--- src/sv/sbd_pkg.sv ---
// Shared types and constants for the signed binary to decimal digit converter.
// No dependencies; imported by the controller, datapath and top level.
package sbd_pkg;

	localparam int DIGIT_W = 4;
	localparam int COUNT_W = 5;

	typedef enum logic [1:0] {
		ST_IDLE,
		ST_CONVERT,
		ST_EMIT
	} sbd_state_t;

	typedef struct packed {
		logic load;
		logic shift;
		logic emit;
	} sbd_cmd_t;

	typedef struct packed {
		logic conv_done;
		logic emit_last;
	} sbd_stat_t;

endpackage

--- src/sv/signed_binary_to_decimal_digits.sv ---
// Top level of the signed binary to decimal digit converter.
// Depends on sbd_pkg, sbd_ctrl and sbd_datapath.
//
//   channel   | handshake                 | payload
//   ----------+---------------------------+-----------------------------------
//   request   | start, busy (start&!busy) | value
//   result    | digit_valid (one cycle)   | digit, negative, digit_count, last
//
// A request runs one load step, one shift-and-add-3 step per magnitude bit, then
// one digit per cycle. Busy falls in the cycle that shows the last digit, so the
// next request can enter then. Reset clears the sequencer and the result strobe.
// Results cannot be stalled; each digit is shown for exactly one cycle.
module signed_binary_to_decimal_digits #(
	parameter int VALUE_WIDTH = 64
) (
	input  logic                        clk,
	input  logic                        arst_n,
	input  logic                        start,
	output logic                        busy,
	input  logic [63:0]                 value,
	output logic                        digit_valid,
	output logic [sbd_pkg::DIGIT_W-1:0] digit,
	output logic                        negative,
	output logic [sbd_pkg::COUNT_W-1:0] digit_count,
	output logic                        last
);
	import sbd_pkg::*;

	sbd_cmd_t  cmd;
	sbd_stat_t stat;

	sbd_ctrl u_ctrl (
		.clk    (clk),
		.arst_n (arst_n),
		.start  (start),
		.stat   (stat),
		.cmd    (cmd),
		.busy   (busy)
	);

	sbd_datapath #(
		.VALUE_WIDTH (VALUE_WIDTH)
	) u_datapath (
		.clk         (clk),
		.arst_n      (arst_n),
		.cmd         (cmd),
		.value       (value),
		.stat        (stat),
		.digit_valid (digit_valid),
		.digit       (digit),
		.negative    (negative),
		.digit_count (digit_count),
		.last        (last)
	);

endmodule

--- src/sv/sbd_ctrl.sv ---
// Sequencer for the converter: load, one shift per magnitude bit, then one
// digit per cycle. Depends on sbd_pkg.
module sbd_ctrl (
	input  logic              clk,
	input  logic              arst_n,
	input  logic              start,
	input  sbd_pkg::sbd_stat_t stat,
	output sbd_pkg::sbd_cmd_t  cmd,
	output logic              busy
);
	import sbd_pkg::*;

	sbd_state_t state_q;
	sbd_state_t state_d;

	always_ff @(posedge clk or negedge arst_n) begin
		if (!arst_n) begin
			state_q <= ST_IDLE;
		end else begin
			state_q <= state_d;
		end
	end

	always_comb begin
		state_d = state_q;
		case (state_q)
			ST_IDLE: begin
				if (start) state_d = ST_CONVERT;
			end
			ST_CONVERT: begin
				if (stat.conv_done) state_d = ST_EMIT;
			end
			ST_EMIT: begin
				if (stat.emit_last) state_d = ST_IDLE;
			end
			default: state_d = ST_IDLE;
		endcase
	end

	always_comb begin
		cmd  = '0;
		busy = 1'b1;
		case (state_q)
			ST_IDLE: begin
				busy     = 1'b0;
				cmd.load = start;
			end
			ST_CONVERT: cmd.shift = 1'b1;
			ST_EMIT:    cmd.emit  = 1'b1;
			default:    busy      = 1'b0;
		endcase
	end

endmodule

--- src/sv/sbd_datapath.sv ---
// Shift-and-add-3 datapath: magnitude register, BCD digit register, digit
// count tracking and the registered result outputs. Depends on sbd_pkg.
module sbd_datapath #(
	parameter int VALUE_WIDTH = 64
) (
	input  logic                        clk,
	input  logic                        arst_n,
	input  sbd_pkg::sbd_cmd_t           cmd,
	input  logic [63:0]                 value,
	output sbd_pkg::sbd_stat_t          stat,
	output logic                        digit_valid,
	output logic [sbd_pkg::DIGIT_W-1:0] digit,
	output logic                        negative,
	output logic [sbd_pkg::COUNT_W-1:0] digit_count,
	output logic                        last
);
	import sbd_pkg::*;

	// Enough digits for the largest magnitude, 2^(VALUE_WIDTH-1).
	localparam int NDIG  = (VALUE_WIDTH * 30103) / 100000 + 1;
	localparam int DIG_IW = $clog2(NDIG);
	localparam int BIT_W = $clog2(VALUE_WIDTH);

	logic [VALUE_WIDTH-1:0] mag_q;
	logic                   neg_q;
	logic [BIT_W-1:0]       bitcnt_q;
	logic [COUNT_W-1:0]     ndig_q;
	logic [COUNT_W-1:0]     emitted_q;
	logic [DIGIT_W-1:0]     bcd_q   [NDIG];
	logic [DIGIT_W-1:0]     adj     [NDIG];
	logic [DIGIT_W-1:0]     bcd_d   [NDIG];

	logic [VALUE_WIDTH-1:0] raw;
	logic [DIGIT_W-1:0]     top_dig;
	logic [COUNT_W-1:0]     emit_idx;

	logic                   valid_q;
	logic [DIGIT_W-1:0]     digit_q;
	logic                   last_q;

	assign raw = value[VALUE_WIDTH-1:0];

	always_comb begin
		for (int i = 0; i < NDIG; i++) begin
			adj[i] = (bcd_q[i] >= DIGIT_W'(5)) ? bcd_q[i] + DIGIT_W'(3) : bcd_q[i];
		end
		bcd_d[0] = {adj[0][DIGIT_W-2:0], mag_q[VALUE_WIDTH-1]};
		for (int i = 1; i < NDIG; i++) begin
			bcd_d[i] = {adj[i][DIGIT_W-2:0], adj[i-1][DIGIT_W-1]};
		end
	end

	// The value at most doubles per step, so the run can only grow by one digit.
	assign top_dig = (ndig_q < COUNT_W'(NDIG)) ? bcd_d[ndig_q[DIG_IW-1:0]] : '0;

	assign emit_idx = ndig_q - COUNT_W'(1) - emitted_q;

	assign stat.conv_done = (bitcnt_q == BIT_W'(VALUE_WIDTH - 1));
	assign stat.emit_last = (emitted_q == ndig_q - COUNT_W'(1));

	always_ff @(posedge clk or negedge arst_n) begin
		if (!arst_n) begin
			bitcnt_q  <= '0;
			ndig_q    <= COUNT_W'(1);
			emitted_q <= '0;
			valid_q   <= 1'b0;
		end else begin
			valid_q <= cmd.emit;
			if (cmd.load) begin
				bitcnt_q  <= '0;
				ndig_q    <= COUNT_W'(1);
				emitted_q <= '0;
			end
			if (cmd.shift) begin
				bitcnt_q <= bitcnt_q + BIT_W'(1);
				if (top_dig != '0) ndig_q <= ndig_q + COUNT_W'(1);
			end
			if (cmd.emit) emitted_q <= emitted_q + COUNT_W'(1);
		end
	end

	always_ff @(posedge clk) begin
		if (cmd.load) begin
			neg_q <= raw[VALUE_WIDTH-1];
			mag_q <= raw[VALUE_WIDTH-1] ? (~raw + VALUE_WIDTH'(1)) : raw;
			for (int i = 0; i < NDIG; i++) bcd_q[i] <= '0;
		end
		if (cmd.shift) begin
			mag_q <= {mag_q[VALUE_WIDTH-2:0], 1'b0};
			for (int i = 0; i < NDIG; i++) bcd_q[i] <= bcd_d[i];
		end
		if (cmd.emit) begin
			digit_q <= bcd_q[emit_idx[DIG_IW-1:0]];
			last_q  <= stat.emit_last;
		end
	end

	assign digit_valid = valid_q;
	assign digit       = digit_q;
	assign negative    = neg_q;
	assign digit_count = ndig_q;
	assign last        = last_q;

endmodule

--- config.mk ---
export PLATFORM = sky130hd
export DESIGN_NAME = signed_binary_to_decimal_digits
export DESIGN_NICKNAME = d
export VERILOG_FILES = /design/src/sv/sbd_pkg.sv /design/src/sv/signed_binary_to_decimal_digits.sv /design/src/sv/sbd_ctrl.sv /design/src/sv/sbd_datapath.sv
export SDC_FILE = /design/constraint.sdc
export NUM_CORES = 1
export LEC_CHECK = 0
export ABC_CLOCK_PERIOD_IN_PS = 5400
export BUFFER_PORTS_ARGS = -buffer_cell sky130_fd_sc_hd__buf_4
export CORE_ASPECT_RATIO = 1.25
export CORE_MARGIN = 2
export CORE_UTILIZATION = 56
export CTS_CLUSTER_DIAMETER = 40
export DETAILED_ROUTE_END_ITERATION = 7
export PLACE_DENSITY = 0.86
export SLEW_MARGIN = 20
export SYNTH_ARGS = -nofsm -noshare
export SYNTH_HDL_FRONTEND = slang
export SYNTH_SLANG_ARGS = --single-unit
--- constraint.sdc ---
create_clock -name clk -period 5.4 [get_ports clk]
set_clock_uncertainty 0.2 [all_clocks]
set_input_delay 0.27 -clock clk [delete_from_list [all_inputs] [get_ports clk]]
set_output_delay 0.27 -clock clk [all_outputs]
set_load 0.02 [all_outputs]
==> summary.txt, run 1 <==
STA
  • Worst slew pin tran: 0.925 ns
  • RSZ-0062 raised after global routing: false
  • Max frequency: 237 MHz
  • Relative slew slack: 0.383
  • Final worst-path cycle share: 0.780
  • Final critical-path required period: 4.21 ns
  • Slew Limit Fails: 0
  • Hold_ws: 0.0107 ns
  • Post-Route Setup TNS: 0 ns
  • Final Hold Viols: 0
  • Final setup viols: 0

Setup path
  • Worst EP arrival: 4.19 ns
  • Critical Path End: u_datapath.digit[2]
  • Setup Crit Path Kind: reg2reg
  • Critical path startpoint category: register
  • Worst Setup End Kind: register
  • R2r endpoint: u_datapath.digit[2]
  • Max Fanout on Critical Path: 17
  • Critical Path Start: u_datapath.digit_count[1]
  • Worst EP required: 5.38 ns
  • R2R cell count: 7
  • Flop2flop setup slack: 1.19 ns
  • Reg2Reg Launch Point: u_datapath.digit_count[1]

Global routing
  • Vias in the first global route: 8,966
  • First-pass GRT wire length: 43,800 um
  • Largest net degree at the start of global routing: 101
  • Grt total ovfl: 0
  • Tot GR Track Use: 0.263
  • Initial antenna violation count: 0

Final layout
  • Most common cell after layout, fill and taps aside: edfxtp_1
  • Ant diodes: 0
  • Most frequent cells in the layout: edfxtp_1 (149), nand2_1 (134), o21ai_0 (107)
  • Area grow syn2layout: 13.0%
  • Layout net count: 1,305
  • Share of layout cells above drive strength 1: 0.150

Drt
  • Routed WL per cell: 18.7 um
  • ANT nets after route: 0
  • # DRC: 0
  • Wire length on met1: 10,400 um
  • DR WL met2: 13,600 um
  • Met3 wire length: 1940 um
  • Highest routing layer actually used: met4
  • Post-DR vias/cell: 6.24
  • DR pass1 iterations: 7
  • Total number of vias: 9,154
  • Iter 0 DRT Violations: 736
  • Post-Route WL: 27,500 um

Clocking
  • Num CTS Buffers: 17
  • Clk_lat worst skew: 0.43 ns
  • CTS tree: yes
  • Root Buffer: clkbuf_16
  • H-tree depth: 4
  • Clock Sinks: 169
  • Bufs on Longest Clock Path: 2
  • Resized Gates After CTS: 0
  • Clk slew on worst S/H paths: 0.07 ns

Logic synthesis
  • Avg Inst Size Synth: 10.1 um2
  • Flops & latches, synth: 169
  • Synth warnings: 0
  • Async SR Flop Fraction: 0.112
  • Post-Syn Nets: 1,240
  • Sequential area share after synthesis: 0.441
  • Prevailing post-synth register cell: edfxtp_1
  • Cells after Synth: 1,119
  • Distinct cells, synth: 66
  • Mapped Area: 11,300 um2
  • Post-synth EDFFs: 149

Floorplan
  • Die ar.: 21,300 um2
  • Initial Utilization: 0.565
  • Num rows: 58
  • Die X-Extent: 131 um
  • # IOs: 80
  • Core box area: 20,000 um2
  • Die Ht: 163 um

Hold path
  • HP Class: in2reg

Placement
  • Port Buffers: 79
  • DPL Wire Length: 19,600 um
  • GP Congestion: 0.957

Power
  • Final Total Pwr: 8.94 mW
  • Peak VDD IR: 0.613 mV
  • Lkg Pwr: 4.82 nW
  • PwrDens: 702 nW/um2

Flow run
  • Maxcap violations: 0

Outcome
  • Status: finished, final reports clean
## synth_stat cells (3+ instances only)
master    number  area, um2
nor2_1        69        259
mux4_2        25        563
dfrtp_1       18        450
nor2b_1       15       93.8
edfxtp_1     149       4470
nand4_1       10       62.6
a21o_1         7       52.6
nor3b_1       31        233
xor2_1        61        534
o21ai_1        5       25.0
or4_1          6       45.0
nand2b_1      23        144
mux2_2        12        135
buf_1          8       30.0
a21oi_1       62        310
o41ai_1        9       78.8
and2_1        21        131
ha_1          53        663
or3_1          5       31.3
clkbuf_1      36        135
a211o_1        5       43.8
o21ai_0      107        536
o221ai_1       4       35.0
a221oi_1       3       26.3
or3b_2         6       52.6
o211ai_1       6       45.0
xnor2_1       29        254
inv_1         56        210
nand2_1      135        507
nor3_1        12       60.1
o31ai_1       27        203
nor4_1         8       50.1
o41ai_2        3       48.8
nand3_1       17       85.1
a211oi_1      20        150
mux2i_1       12        120
or2_2          6       37.5
o22ai_1        4       25.0
## worst min-delay path by stage
| stage | startpoint | end | slack (ns) | depth (start not counted) |
|---|---|---|---|---|
| 2_1_floorplan | arst_n | u_ctrl.state_q[0] | -0.23 | 0 |
| 3_3_place_gp | arst_n | u_datapath.digit_valid | -0.03 | 1 |
| 3_5_place_dp | arst_n | u_datapath.digit_valid | -0.03 | 1 |
| 4_1_cts | value[62] | u_datapath.mag_q[62] | 0.005 | 3 |
| 5_1_grt | value[54] | u_datapath.mag_q[54] | 0.02 | 3 |
| 6_report | value[62] | u_datapath.mag_q[62] | 0.01 | 3 |
## through the flow
step                 util  setup slack [ns]  area [um2]  cells
finish              0.638              1.19       12700   1467
global route        0.638              1.07       12700   1467
CTS                 0.638              1.27       12700   1467
detailed placement  0.607              1.29       12100   1431
global placement    0.607              1.51       12100   1431
floorplan               -             0.335       11300   1119
## report_power, final
part / internal, mW / total, mW / switching (mW)
registers: 2.46 / 3.14 / 0.673
clock network: 0.687 / 1.22 / 0.536
logic: 2.04 / 4.58 / 2.55
## critical path, stage by stage (launching register included)
cell and delay, ns:
dfrtp_1 0.76, clkinv_1 0.43, ha_1 0.42, fa_1 0.74, buf_4 0.28, mux4_2 0.35
mux4_2 0.48, mux2_2 0.28
## registers in the layout (all words and copies together) (netlist names)
register	count
u_datapath.bitcnt_q	6
u_datapath.digit_valid	1
u_datapath.mag_q	64
u_datapath.bcd_q	80
u_ctrl.state_q	2
u_datapath.digit	4
u_datapath.negative	1
u_datapath.emitted_q	5
u_datapath.digit_count	5
u_datapath.last	1
## routing by layer
metal | vias to the layer above | global-route usage
met3 | 109 | 0.0519
met4 | 0 | 0.149
met1 | 4380 | 0.309
li1 | 4247 | -
met2 | 418 | 0.444
met5 | - | 0
## logic make-up after synthesis
kind of cell / synth area share
xor gates and xnor gates: 0.0699
adders and majority gates: 0.0606
buffers and inverters: 0.0339
muxes: 0.0725
DFF: 0.441
and+or+nand+nor: 0.171
AOI/OAI and AO/OA: 0.151
## cell type report
type / instances / area (um2)
clock buffers: 19 / 433
clock inverters: 13 / 145
inverters: 58 / 218
flip-flops and latches: 169 / 4970
well taps: 270 / 338
multi-input cells: 848 / 5940
fillers: 1547 / 7220
repair buffers: 90 / 698
## timing repair
action | in CTS | in global routing
hold buffers | 4 | 0
endpoints found under the hold margin | 22 | 0
buffers inserted | 0 | 0
Note: power is estimated with default switching activity, not from simulation.
==> run 2, diff against run 1 <==
--- a/config.mk
+++ b/config.mk
@@ -5,14 +5,14 @@
 export SDC_FILE = /design/constraint.sdc
 export NUM_CORES = 1
 export LEC_CHECK = 0
-export ABC_CLOCK_PERIOD_IN_PS = 5400
+export ABC_CLOCK_PERIOD_IN_PS = 3880
 export BUFFER_PORTS_ARGS = -buffer_cell sky130_fd_sc_hd__buf_4
 export CORE_ASPECT_RATIO = 1.25
 export CORE_MARGIN = 2
-export CORE_UTILIZATION = 56
+export CORE_UTILIZATION = 60
 export CTS_CLUSTER_DIAMETER = 40
 export DETAILED_ROUTE_END_ITERATION = 7
-export PLACE_DENSITY = 0.86
+export PLACE_DENSITY = 0.87
 export SLEW_MARGIN = 20
 export SYNTH_ARGS = -nofsm -noshare
 export SYNTH_HDL_FRONTEND = slang
==> constraint.sdc (replaced) <==
create_clock -name clk -period 3.88 [get_ports clk]
set_clock_uncertainty 0.2 [all_clocks]
set_input_delay 0.194 -clock clk [delete_from_list [all_inputs] [get_ports clk]]
set_output_delay 0.194 -clock clk [all_outputs]
set_load 0.02 [all_outputs]
==> run 2 against run 1 <==
Compared with the run above: the run now ends with hold timing left; first-iteration DRC count is 41% higher; sequential cell count did not move; highest routed layer unchanged; critical endpoint is now u_datapath.mag_q[57]; critical path depth rose by 3; combinational power rose by 46%.
==> summary.txt, run 2 (synthesized netlist as in run 1, its figures left out) <==
Outcome
  • Status: finished, violations left
  • Violated checks: hold timing

Final layout
  • Max reg flops: 80 (unchanged)
  • Most common cell after layout, fill and taps aside: edfxtp_1
  • Ant diodes: 0 (unchanged)
  • Non-Filler Cell Area, Final: 13,300 um2 (+4.5%)
  • Fin util: 0.717 (+0.0784)
  • Share of layout cells above drive strength 1: 0.151 (+0.000418)
  • Area grow syn2layout: 18.0%
  • Most frequent cells in the layout: edfxtp_1 (149), nand2_1 (134), o21ai_0 (107)
  • Biggest regs: u_datapath.bcd_q (80), u_datapath.mag_q (64), u_datapath.bitcnt_q (6)
  • Layout net count: 1,368 (+4.8%)
  • Largest Register: u_datapath.bcd_q

Global routing
  • Largest net degree at the start of global routing: 144 (+43%)
  • Vias in the first global route: 9,813 (+9.4%)
  • Grt total ovfl: 0 (unchanged)
  • Initial antenna violation count: 0 (unchanged)
  • First-pass GRT wire length: 48,700 um (+11%)
  • Tot GR Track Use: 0.310 (+0.0475)

Clocking
  • Clk slew on worst S/H paths: 0.08 ns (about the same)
  • Root Buffer: clkbuf_16
  • Resized Gates After CTS: 0 (unchanged)
  • Bufs on Longest Clock Path: 2 (unchanged)
  • Clock Sinks: 169 (unchanged)
  • Clk_lat worst skew: 0.44 ns (about the same)
  • H-tree depth: 4 (unchanged)
  • CTS tree: yes
  • Num CTS Buffers: 17 (unchanged)

STA
  • Max frequency: 275 MHz
  • Relative slew slack: 0.249 (-0.135)
  • Post-Route Setup TNS: 0 ns (unchanged)
  • Hold_ws: -0.000838 ns (-0.0116 ns)
  • Final setup viols: 0 (unchanged)
  • Final worst-path cycle share: 0.939
  • Final Hold Viols: 1 (+1)
  • RSZ-0062 raised after global routing: false
  • PnR worst setup slack: 0.238 ns (-0.950 ns)
  • Worst slew pin tran: 1.13 ns (+0.202 ns)
  • Slew Limit Fails: 0 (unchanged)
  • Final critical-path required period: 3.64 ns

Floorplan
  • Die Ht: 157 um (-3.3%)
  • Core box area: 18,600 um2 (-7.0%)
  • Die ar.: 19,900 um2 (-6.5%)
  • # IOs: 80 (unchanged)
  • Num rows: 56 (-3.4%)
  • Initial Utilization: 0.607 (+0.0423)
  • Die X-Extent: 127 um (-3.3%)

Flow run
  • Maxcap violations: 0 (unchanged)

Setup path
  • Max Fanout on Critical Path: 7 (-10)
  • Worst EP required: 3.86 ns (-1.52 ns)
  • Worst Setup End Kind: register
  • Worst EP arrival: 3.62 ns (-0.57 ns)
  • R2r endpoint: u_datapath.digit[0]
  • Flop2flop setup slack: 0.39 ns (-0.80 ns)
  • R2R cell count: 7 (unchanged)
  • Critical path startpoint category: input port
  • Reg2Reg Launch Point: u_datapath.digit_count[1]
  • Setup Crit Path Kind: in2reg

Hold path
  • WHS Path Cells: 3 (unchanged)
  • Hold-critical path endpoint: u_datapath.mag_q[17]
  • Hold wc startpoint: value[17]
  • HP Class: in2reg

Placement
  • Port Buffers: 79 (unchanged)
  • GP Congestion: 0.986 (+3.1%)
  • DPL Wire Length: 19,200 um (-2.1%)
  • DP Area: 12,100 um2 (+0.24%)
  • Worst slack, placed: 0.475 ns (-0.818 ns)

Drt
  • Iter 0 DRT Violations: 1,038 (+41%)
  • ANT nets after route: 0 (unchanged)
  • DR pass1 iterations: 7 (unchanged)
  • # DRC: 0 (unchanged)
  • Post-DR vias/cell: 6.51 (+4.4%)
  • Post-Route WL: 30,400 um (+11%)
  • Total number of vias: 9,715 (+6.1%)
  • Routed WL per cell: 20.4 um (+8.7%)

Power
  • PwrDens: 956 nW/um2 (+36%)
  • Peak VDD IR: 0.701 mV (+14%)
  • Lkg Pwr: 5.11 nW (+6.0%)
run 2: cell types whose count changed in the layout (fill, tap and decap cells not counted), moves of 2 or more:
cell / before / now
dlygate4sd3_1: 4 / 58
buf_4: 85 / 94
inv_8: 0 / 5
clkinvlp_4: 3 / 1
run 2: cell type report:
cell class,count,area [um2]
Tap cell,232,290
Clock buffer,18,429
Fill cell,1221,5260
Timing Repair Buffer,153,1310
Multi-Input combinational cell,848,5940
Clock inverter,14,151
Inverter,58,218
Sequential cell,169,4970
run 2: repair_timing:
action,in CTS,in global routing
endpoints found under the hold margin,75,0
hold buffers,58,0
setup buffers,0,0
run 2: worst max-delay path: stages:
cell           delay, ns
dlygate4sd3_1       0.53
buf_4               0.14
nor4_1              0.70
and4_1              0.39
nand4b_1            0.39
nor3_4              0.40
nand4_2             0.23
o31ai_1             0.35
xor2_1              0.21
o21ai_1             0.07
run 2: through the flow:
| stage | cells | power, mW |
|---|---|---|
| CTS | 1492 | 12.6 |
| floorplan | 1119 | 8.95 |
| finish | 1492 | 12.7 |
| global placement | 1402 | 10.4 |
| detailed placement | 1402 | 10.7 |
| global route | 1492 | 13.5 |
run 2: how the worst max path moves through the flow:
stage | start | to | slack [ns] | cells past startpoint
after floorplan | u_datapath.digit_count[0] | u_datapath.digit[2] | 0.13 | 9
after global placement | value[32] | u_datapath.mag_q[62] | 0.60 | 9
after detailed placement | u_datapath.digit_count[1] | u_datapath.digit[3] | 0.47 | 7
after CTS | value[32] | u_datapath.mag_q[62] | 0.40 | 10
after global routing | value[16] | u_datapath.mag_q[57] | 0.15 | 10
final | value[12] | u_datapath.mag_q[57] | 0.24 | 10
run 2: report_power, final:
part	internal [mW]	leakage [nW]	switching, mW	total, mW
clock	0.916	0.286	0.795	1.71
combinational	2.91	3.06	3.76	6.68
sequential	3.45	1.76	0.885	4.33
run 2: per-layer routing:
metal	wire (um)	vias up	global-route usage
li1	-	4373	-
met1	10800	4663	0.344
met2	15300	542	0.546
met3	2530	137	0.0663
met4	1780	0	0.187
met5	0	-	0
==> run 3, diff against run 2 <==
--- a/config.mk
+++ b/config.mk
@@ -13,6 +13,7 @@
 export CTS_CLUSTER_DIAMETER = 40
 export DETAILED_ROUTE_END_ITERATION = 7
 export PLACE_DENSITY = 0.87
+export RECOVER_POWER = 100
 export SLEW_MARGIN = 20
 export SYNTH_ARGS = -nofsm -noshare
 export SYNTH_HDL_FRONTEND = slang
==> run 3 against run 2 <==
Compared with the run above: the run ends with hold timing, capacitance limit, slew limit left; critical path depth unchanged; sequential share of layout area rose by 0.27 points; final area is 0.71% lower; wire length grew 0.12%; final cell count did not move; non-clock buffer count stayed put; critical endpoint is now u_datapath.mag_q[50]; largest power group unchanged; highest routed layer unchanged.
==> summary.txt, run 3 (synthesized netlist as in run 1, its figures left out) <==
Outcome
  • Status: finished, violations left
  • Violated checks: hold timing, capacitance limit, slew limit

Global routing
  • First-pass GRT wire length: 48,700 um (unchanged)
  • Initial antenna violation count: 0 (unchanged)
  • Tot GR Track Use: 0.310 (unchanged)
  • Grt total ovfl: 0 (unchanged)
  • Vias in the first global route: 9,813 (unchanged)
  • Largest net degree at the start of global routing: 144 (unchanged)

STA
  • Worst slew pin tran: 2.63 ns (+1.50 ns)
  • RSZ-0062 raised after global routing: false
  • Max frequency: 273 MHz (-0.70%)
  • Post-Route Setup TNS: 0 ns (unchanged)
  • Final critical-path required period: 3.67 ns (+0.0258 ns)
  • Relative slew slack: -0.754 (-1.00)
  • Slew Limit Fails: 166 (+166)
  • Final worst-path cycle share: 0.945 (+0.00665)
  • Final setup viols: 0 (unchanged)
  • Final Hold Viols: 1 (unchanged)
  • Hold_ws: -0.00608 ns (-0.00524 ns)

Final layout
  • Largest Register: u_datapath.bcd_q
  • Ant diodes: 0 (unchanged)
  • Max reg flops: 80 (unchanged)
  • Most common cell after layout, fill and taps aside: edfxtp_1
  • Share of layout cells above drive strength 1: 0.132 (-0.0190)
  • Fillcell total: 1,242 (+1.7%)
  • Layout net count: 1,368 (unchanged)
  • Final std cells w/o fill: 1,492 (unchanged)
  • Most frequent cells in the layout: edfxtp_1 (149), nand2_1 (134), o21ai_0 (112)
  • Area grow syn2layout: 17.2%
  • Biggest regs: u_datapath.bcd_q (80), u_datapath.mag_q (64), u_datapath.bitcnt_q (6)

Clocking
  • H-tree depth: 4 (unchanged)
  • Post-CTS setup buffers: 0 (unchanged)
  • Resized Gates After CTS: 0 (unchanged)
  • Clk slew on worst S/H paths: 0.08 ns (about the same)
  • Clock Sinks: 169 (unchanged)
  • Clk_lat worst skew: 0.44 ns (about the same)
  • Bufs on Longest Clock Path: 2 (unchanged)
  • Num CTS Buffers: 17 (unchanged)
  • Root Buffer: clkbuf_16
  • CTS tree: yes

Floorplan
  • Core box area: 18,600 um2 (unchanged)
  • Num rows: 56 (unchanged)
  • Initial Utilization: 0.607 (unchanged)
  • Die Ht: 157 um (unchanged)
  • # IOs: 80 (unchanged)
  • Die ar.: 19,900 um2 (unchanged)
  • Die X-Extent: 127 um (unchanged)

Power
  • Final Total Pwr: 12.7 mW (-0.50%)
  • PwrDens: 958 nW/um2 (+0.22%)
  • Lkg Pwr: 5.03 nW (-1.6%)
  • Peak VDD IR: 0.700 mV (-0.14%)

Hold path
  • HP Class: in2reg

Drt
  • Post-DR vias/cell: 6.53 (+0.25%)
  • ANT nets after route: 0 (unchanged)
  • DR pass1 iterations: 5 (-2)
  • Iter 0 DRT Violations: 994 (-4.2%)
  • Routed WL per cell: 20.4 um (+0.12%)
  • # DRC: 0 (unchanged)
  • Total number of vias: 9,739 (+0.25%)
  • Post-Route WL: 30,400 um (+0.12%)

Setup path
  • Worst EP required: 3.80 ns (-0.06 ns)
  • Crit-path cells: dlygate4sd3_1 > buf_4 > or4_1 > or2_2 > or4_1 > nor2_1 > nand3b_1 > o41ai_2 > xor2_1 > o31ai_1
  • Critical path startpoint category: input port
  • Worst Setup End Kind: register
  • Largest stage delay, worst path: 0.67 ns (-0.03 ns)
  • Max Fanout on Critical Path: 6 (-1)
  • Worst EP arrival: 3.58 ns (-0.04 ns)
  • CP dominant cell by count: or4_1
  • Setup Crit Path Kind: in2reg
  • Slowest stage cell, crit path: or4_1

Placement
  • DPL Wire Length: 19,200 um (unchanged)
  • GP Congestion: 0.986 (unchanged)
  • Port Buffers: 79 (unchanged)
  • Placed Cells: 1,402 (unchanged)

Flow run
  • Maxcap violations: 2 (+2)
[run 3: cell types whose count changed in the layout (fill, tap and decap cells not counted), moves of 3 or more]
| cell | before | now |
|---|---|---|
| o21ai_1 | 5 | 0 |
| and2_0 | 0 | 5 |
| clkbuf_2 | 0 | 3 |
| and2_1 | 21 | 16 |
| buf_4 | 94 | 71 |
| clkbuf_1 | 1 | 21 |
| o21ai_0 | 107 | 112 |
[run 3: per-stage QoR]
stage	utilization	hold WS (ns)	setup slack, ns	cell area, um2
after floorplan	-	-0.302	0.133	11300
after global placement	0.654	-0.104	0.599	12100
after detailed placement	0.654	-0.104	0.475	12100
after CTS	0.717	0.00104	0.397	13300
after global routing	0.712	0.0365	0.118	13200
final	0.712	-0.00608	0.212	13200
[run 3: path summary, 6_finish.rpt]
kind	start	to	slack, ns	cells after the start
setup / recovery	value[14]	u_datapath.mag_q[50]	0.21	10
max in group asynchronous	arst_n	u_ctrl.state_q[0]	1.36	4
hold reg to reg	u_datapath.mag_q[0]	u_datapath.mag_q[0]	0.27	2
setup reg to reg	u_datapath.digit_count[1]	u_datapath.digit[3]	0.28	7
min in group asynchronous	arst_n	u_datapath.digit_count[1]	0.52	3
hold / removal	value[17]	u_datapath.mag_q[17]	-0.006	3
[run 3: worst max-delay path, delay by kind of cell]
kind                      cells  cell delay, ns
buffers and inverters         2            0.74
xor gates and xnor gates      1            0.21
and+or+nand+nor               5            2.08
AOI/OAI and AO/OA             2            0.36
[run 3: timing repair]
| action | in CTS | in global routing |
|---|---|---|
| hold buffers | 58 | 0 |
| hold endpoints to repair | 75 | 0 |
| endpoints found under the setup margin | 0 | 0 |
[run 3: final cells by class]
cell class              instances  area (um2)  area share
flip-flops and latches        169        4970       0.376
well taps                     232         290      0.0220
repair buffers                153        1220      0.0926
inverters                      58         218      0.0165
clock buffers                  18         429      0.0325
clock inverters                14         151      0.0115
multi-input cells             848        5930       0.449
[run 3: report_power, final]
part	internal, mW	leakage (nW)	total (mW)	switching (mW)
combinational	2.85	2.98	6.61	3.76
clock	0.916	0.286	1.72	0.803
sequential	3.45	1.76	4.33	0.881
[run 3: layer usage]
metal / wire length (um) / part of all wire / global-route usage
met1: 10700 / 0.35 / 0.344
met2: 15200 / 0.50 / 0.546
met3: 2660 / 0.087 / 0.0663
met4: 1810 / 0.059 / 0.187
met5: 0 / 0 / 0
